$ cat src/design/obot_pkg.sv
// ----------------------------------------------------------------------------
// Oriented box overlap test: package
// Widths, types and the edge pair tables shared by the modules of the block.
// ----------------------------------------------------------------------------
`timescale 1ns / 1ps

package obot_pkg;

   localparam int COORD_W   = 32;
   localparam int DIFF_W    = COORD_W + 1;
   localparam int PROD_W    = 2 * COORD_W;
   localparam int DOT_W     = PROD_W + 1;
   localparam int MAG_W     = PROD_W;
   localparam int CEN_W     = MAG_W + 1;
   localparam int EXT_W     = MAG_W + 2;
   localparam int NUM_EDGES = 4;
   localparam int NUM_PAIRS = 10;

   typedef logic signed [COORD_W-1:0] coord_type;
   typedef logic signed [DIFF_W-1:0]  diff_type;
   typedef logic signed [PROD_W-1:0]  prod_type;
   typedef logic signed [DOT_W-1:0]   dot_type;
   typedef logic        [MAG_W-1:0]   mag_type;
   typedef logic        [CEN_W-1:0]   cen_type;
   typedef logic        [EXT_W-1:0]   ext_type;
   typedef logic        [1:0]         edge_idx_type;
   typedef logic        [3:0]         pair_idx_type;

   // Edges: left u, left v, right u, right v. Each unordered pair of edges is
   // multiplied once; a pair of two different edges is shared by both axes that need it.
   localparam edge_idx_type PAIR_FIRST [NUM_PAIRS] = '{
      2'd0, 2'd0, 2'd0, 2'd0, 2'd1, 2'd1, 2'd1, 2'd2, 2'd2, 2'd3
   };
   localparam edge_idx_type PAIR_SECOND [NUM_PAIRS] = '{
      2'd0, 2'd1, 2'd2, 2'd3, 2'd1, 2'd2, 2'd3, 2'd2, 2'd3, 2'd3
   };
   localparam pair_idx_type PAIR_OF [NUM_EDGES][NUM_EDGES] = '{
      '{4'd0, 4'd1, 4'd2, 4'd3},
      '{4'd1, 4'd4, 4'd5, 4'd6},
      '{4'd2, 4'd5, 4'd7, 4'd8},
      '{4'd3, 4'd6, 4'd8, 4'd9}
   };

endpackage

$ cat src/design/obot_abs_dot.sv
// ----------------------------------------------------------------------------
// Oriented box overlap test: absolute dot product
// Adds the two partial products of a 2D dot product and returns the magnitude.
// ----------------------------------------------------------------------------
`timescale 1ns / 1ps

module obot_abs_dot (
   input  obot_pkg::prod_type term_a,
   input  obot_pkg::prod_type term_b,
   output obot_pkg::mag_type  magnitude
);
   import obot_pkg::*;

   dot_type dot_sum;
   dot_type dot_neg;

   assign dot_sum   = dot_type'(term_a) + dot_type'(term_b);
   assign dot_neg   = -dot_sum;
   assign magnitude = dot_sum[DOT_W-1] ? dot_neg[MAG_W-1:0] : dot_sum[MAG_W-1:0];

endmodule

$ cat config.mk
export PLATFORM = sky130hd
export DESIGN_NAME = obot_abs_dot
export DESIGN_NICKNAME = d
export VERILOG_FILES = /design/src/design/obot_pkg.sv /design/src/design/obot_abs_dot.sv
export SDC_FILE = /design/constraint.sdc
export NUM_CORES = 1
export LEC_CHECK = 0
export ABC_AREA = 1
export BUFFER_PORTS_ARGS = -buffer_cell sky130_fd_sc_hd__buf_2
export CORE_MARGIN = 2
export CORE_UTILIZATION = 52
export DETAILED_ROUTE_END_ITERATION = 7
export PLACE_DENSITY = 0.79
export SYNTH_ARGS = -nofsm -noshare
export SYNTH_HDL_FRONTEND = slang
export SYNTH_SLANG_ARGS = --single-unit
$ cat constraint.sdc
create_clock -name vclk -period 2.59
set_input_delay 0.259 -clock vclk [all_inputs]
set_output_delay 0.259 -clock vclk [all_outputs]
set_load 0.03 [all_outputs]
==> results.yml, run 1 <==
synthesis:
  syn-cell-area_mm2: 0.00826
  yosys_warnings: 0
  synth_cell_type_count: 36
  avgSynthCellArea_um2: 4.65
  syn-num-nets: 1970
  synthCells: 1776
  ys_seq_area_share_pct: 0
global_routing:
  grt_util_all_layers_pct: 77.7
  gr-total-overflow: 81
  grt_max_degree: 21
  grt_pass1_vias: 17600
  grt_pass1_wl_um: 99900
placed_design:
  dp_hpwl_um: 32000
  gp_congestion: 1.01
  port_buffers: 192
outcome:
  error: "[ERROR GRT-0116] Global routing finished with congestion. Check the congestion regions in the DRC Viewer."
  haltStage: "global routing (5_1_grt)"
  status: "aborted with a tool error"
floorplanning:
  die_y_um: 130
  start_util_pct: 52.5
  ioPinCount: 192
  die_width_um: 130
  rows: 46
==> cells in the mapped netlist (18+ instances only) <==
master,n,area share (%)
nor2_1,183,8.3
nand2_1,760,35
nand3_1,97,5.9
inv_1,359,16
o21ai_0,29,1.8
nor2_2,24,1.8
nand3b_1,18,1.6
ha_1,65,9.9
a21oi_1,66,4.0
inv_2,21,0.95
nand4_1,31,2.3
xor2_1,35,3.7
==> through the flow <==
step / util [%] / instance area [um2] / setup slack, ps / std cells
2_1_floorplan: - / 8850 / -250 / 1776
3_3_place_gp: 80.1 / 12600 / -870 / 2517
3_5_place_dp: 80.1 / 12600 / -1010 / 2517
4_1_cts: 91.5 / 14400 / -755 / 2556
==> cells by family after synthesis <==
kind of cell / synth area share [%]
AND/OR/NAND/NOR: 59.2
buffers and inverters: 17.9
AO/OA/AOI/OAI: 7.17
adder cells (fa/ha/maj): 10.1
XOR/XNOR: 5.70
==> what timing repair did <==
action,4_1_cts
pin swaps,113
hold buffers,0
gates resized for setup,369
buffers inserted,50
gates cloned,2
endpoints found under the setup margin,63
==> routing by layer <==
metal / GRT usage, % / GRT overflow
met3: 66.7 / 2
met5: 39.1 / 1
met4: 73.2 / 27
met1: 75.7 / 5
met2: 94.6 / 46
==> run 2, diff against run 1 <==
--- a/config.mk
+++ b/config.mk
@@ -8,9 +8,9 @@
 export ABC_AREA = 1
 export BUFFER_PORTS_ARGS = -buffer_cell sky130_fd_sc_hd__buf_2
 export CORE_MARGIN = 2
-export CORE_UTILIZATION = 52
+export CORE_UTILIZATION = 40
 export DETAILED_ROUTE_END_ITERATION = 7
-export PLACE_DENSITY = 0.79
+export PLACE_DENSITY_LB_ADDON = 0.15
 export SYNTH_ARGS = -nofsm -noshare
 export SYNTH_HDL_FRONTEND = slang
 export SYNTH_SLANG_ARGS = --single-unit
==> constraint.sdc (replaced) <==
create_clock -name vclk -period 3.4
set_input_delay 0.34 -clock vclk [all_inputs]
set_output_delay 0.34 -clock vclk [all_outputs]
set_load 0.03 [all_outputs]
==> results.yml, run 2 <==
sta:
  worst_slack_ps: -199
  timing.final.max_slew_violations: 0
  min_period_ps: 3600
  hold_ws_ps: 1050
  rsz0062_at_grt: "true"
  maxSlewHeadroom_pct: 72.1
  max_clock_freq_mhz: 278
  finalSetupViolCount: 25
  tightest_slew_ps: 414
  period_share_pct: 106
  hold_violations: 0
final_layout:
  final_cell_mix: "nand2_1, inv_1, buf_4, buf_2, nand2_2"
  diodes: 0
  fillers: 1786
  final_util_pct: 70.3
  clock_buffers: 0
  n_sequential_cell: 0
  stdcell_count: 2575
  seq_area_um2: 0
  syn_to_final_growth_pct: 72.4
  mostFrequentLayoutCell: "nand2_1"
  nNetsFinal: 2501
  drive_gt1_share_pct: 42.2
global_routing:
  top_usage_layer: "met2"
  grt_max_degree: 33
  grt_pass1_vias: 11200
  globalRouteMet1Util_pct: 42.9
  grt_util_all_layers_pct: 30.0
  grt_use_met2_pct: 50.8
  grt_pass1_wl_um: 53600
  antenna_found_initial: 0
  grt_use_met3_pct: 1.27
  gr-total-overflow: 0
placed_design:
  dp_hpwl_um: 29700
  port_buffers: 192
  gp_congestion: 0.976
  dpl_worst_slack_ps: -287
  place_inst: 2523
synthesis:
  syn-num-nets: 1970
  synth_most_common_cell: "nand2_1"
  synth_area_leaders: "nand2_1, inv_1, ha_1"
  yosysTopAreaCell: "nand2_1"
  ys_seq_area_share_pct: 0
  syn-cell-area_mm2: 0.00826
  synth_cell_type_count: 36
  avgSynthCellArea_um2: 4.65
  synthCells: 1776
  synth_common_cells: "nand2_1, inv_1, nor2_1, nand3_1, a21oi_1"
  yosys_warnings: 0
  synth.top_cell.area_share_pct: 34.6
worst_hold_path:
  holdCritStartpoint: "term_b[0]"
  hold_path.class: "in2out"
  hold_depth: 3
  min_to: "magnitude[0]"
drt:
  detail-route-antenna-nets: 0
  wirelength_um: 38300
  via_count: 12900
  routedWlPerCell_um: 14.9
  viasPerCell: 5.00
  drtIter0Drc: 778
  route.detailed.drc: 0
  drt_pass1_iterations: 5
floorplanning:
  core-area_mm2: 0.0202
  die_y_um: 148
  rows: 52
  start_util_pct: 40.8
  die_area_mm2: 0.0218
  ioPinCount: 192
  die_width_um: 148
power_and_ir_drop:
  p_leak_nw: 8.04
  peakVddDrop_uv: 162
  power_density_mw_per_mm2: 274
  total_power_w: 0.00390
worst_setup_path:
  critPathLaunchType: "input port"
  crit_arrival_ps: 3260
  crit_type: "in2out"
  cp_max_fo: 3
  crit_required_ps: 3060
  end_kind: "primary output"
run:
  drv_cap: 0
outcome:
  failed_checks: "negative setup slack"
  status: "complete, but fails checks"
clock_tree:
  ctsHoldBuffers: 0
-- run 2: cell counts after synthesis --
No cell type changed its count.
-- run 2: power breakdown --
group / switching, W / internal, W
Combinational: 0.00232 / 0.00158
Sequential: 0 / 0
Clock: 0 / 0
Total: 0.00232 / 0.00158
-- run 2: critical path: stages --
cell	delay (ps)
buf_6	70
ha_4	130
inv_2	40
fa_2	540
ha_2	170
inv_2	40
nor2_2	80
nand2_1	70
nor2_1	110
nand2_1	100
nor2_2	190
nand2_2	150
nor2_4	170
nand2_2	80
nor2_2	120
nand2_2	90
nor2_4	210
buf_6	150
a21oi_2	50
xor2_1	160
inv_1	60
buf_6	120
-- run 2: cells by family after synthesis --
kind of cell	count (synthesis)	synth area share (%)
AND/OR/NAND/NOR	1160	59.2
buffers and inverters	390	17.9
AO/OA/AOI/OAI	108	7.17
adder cells (fa/ha/maj)	66	10.1
XOR/XNOR	52	5.70
-- run 2: layout make-up --
cell class         instances  area [um2]  share of cell area (%)
multi-input cells       1386        8630                    60.6
inverters                382        1440                    10.1
well taps                270         338                    2.37
repair buffers           537        3830                    26.9
-- run 2: metrics by stage --
step	TNS, ps	cell area [um2]
final	-2460	14200
after global routing	-8310	14200
after CTS	-0.861	12400
after detailed placement	-6300	11700
after global placement	-4000	11700
after floorplan	0	8260
-- run 2: worst max path at each step --
stage | endpoint | startpoint | cells past startpoint
after floorplan | magnitude[1] | term_a[0] | 18
after global placement | magnitude[56] | term_a[2] | 24
after detailed placement | magnitude[62] | term_a[0] | 26
after CTS | magnitude[57] | term_b[24] | 21
after global routing | magnitude[38] | term_a[0] | 22
final | magnitude[38] | term_a[0] | 22
-- run 2: timing repair --
item / CTS / global route
cloned: 0 / 1
resized for setup: 119 / 428
setup endpoints to repair: 46 / 63
pin swaps: 39 / 139
buffers inserted: 23 / 31
-- run 2: routing by layer --
layer | vias to the layer above | wire length, um
met2 | 503 | 18400
met1 | 5921 | 16600
li1 | 6409 | -
met5 | - | 0
met3 | 54 | 2530
met4 | 0 | 730
Note: power is estimated with default switching activity, not from simulation.
==> run 3, diff against run 2 <==
--- a/config.mk
+++ b/config.mk
@@ -5,10 +5,11 @@
 export SDC_FILE = /design/constraint.sdc
 export NUM_CORES = 1
 export LEC_CHECK = 0
-export ABC_AREA = 1
 export BUFFER_PORTS_ARGS = -buffer_cell sky130_fd_sc_hd__buf_2
+export CELL_PAD_IN_SITES_DETAIL_PLACEMENT = 1
+export CELL_PAD_IN_SITES_GLOBAL_PLACEMENT = 1
 export CORE_MARGIN = 2
-export CORE_UTILIZATION = 40
+export CORE_UTILIZATION = 37
 export DETAILED_ROUTE_END_ITERATION = 7
 export PLACE_DENSITY_LB_ADDON = 0.15
 export SYNTH_ARGS = -nofsm -noshare
==> results.yml, run 3 <==
synthesis:
  synth_most_common_cell: "nand2_1"
  ys_seq_area_share_pct: 0
  avgSynthCellArea_um2: 6.40
  synth.top_cell.area_share_pct: 13.3
  yosys_warnings: 0
  synth_common_cells: "nand2_1, a21oi_1, nor2_1, o21ai_0, ha_1"
  synth_cell_type_count: 75
  synth_area_leaders: "ha_1, a21oi_1, xnor2_1"
  syn-cell-area_mm2: 0.00611
  yosysTopAreaCell: "ha_1"
  syn-num-nets: 1148
  synthCells: 954
floorplanning:
  ioPinCount: 192
  die_width_um: 132
  die_y_um: 132
  rows: 46
  start_util_pct: 38.2
placed_design:
  port_buffers: 192
  dp_hpwl_um: 41900
  gp_congestion: 0.938
outcome:
  haltStage: "detailed placement (3_5_place_dp)"
  error: "[ERROR DPL-0033] detailed placement checks failed during check placement."
  status: "aborted with a tool error"
-- run 3: logic make-up after synthesis --
| group | Yosys count | synth area share [%] |
|---|---|---|
| and+or+nand+nor | 368 | 29.8 |
| AOI/OAI and AO/OA | 364 | 38.9 |
| xor gates and xnor gates | 96 | 13.8 |
| adders and majority gates | 66 | 13.6 |
| buffers and inverters | 58 | 3.59 |
| muxes | 2 | 0.328 |
-- run 3: per-stage QoR --
step	area, um2	hold WS, ps
after floorplan	7330	840
after global placement	11400	1170
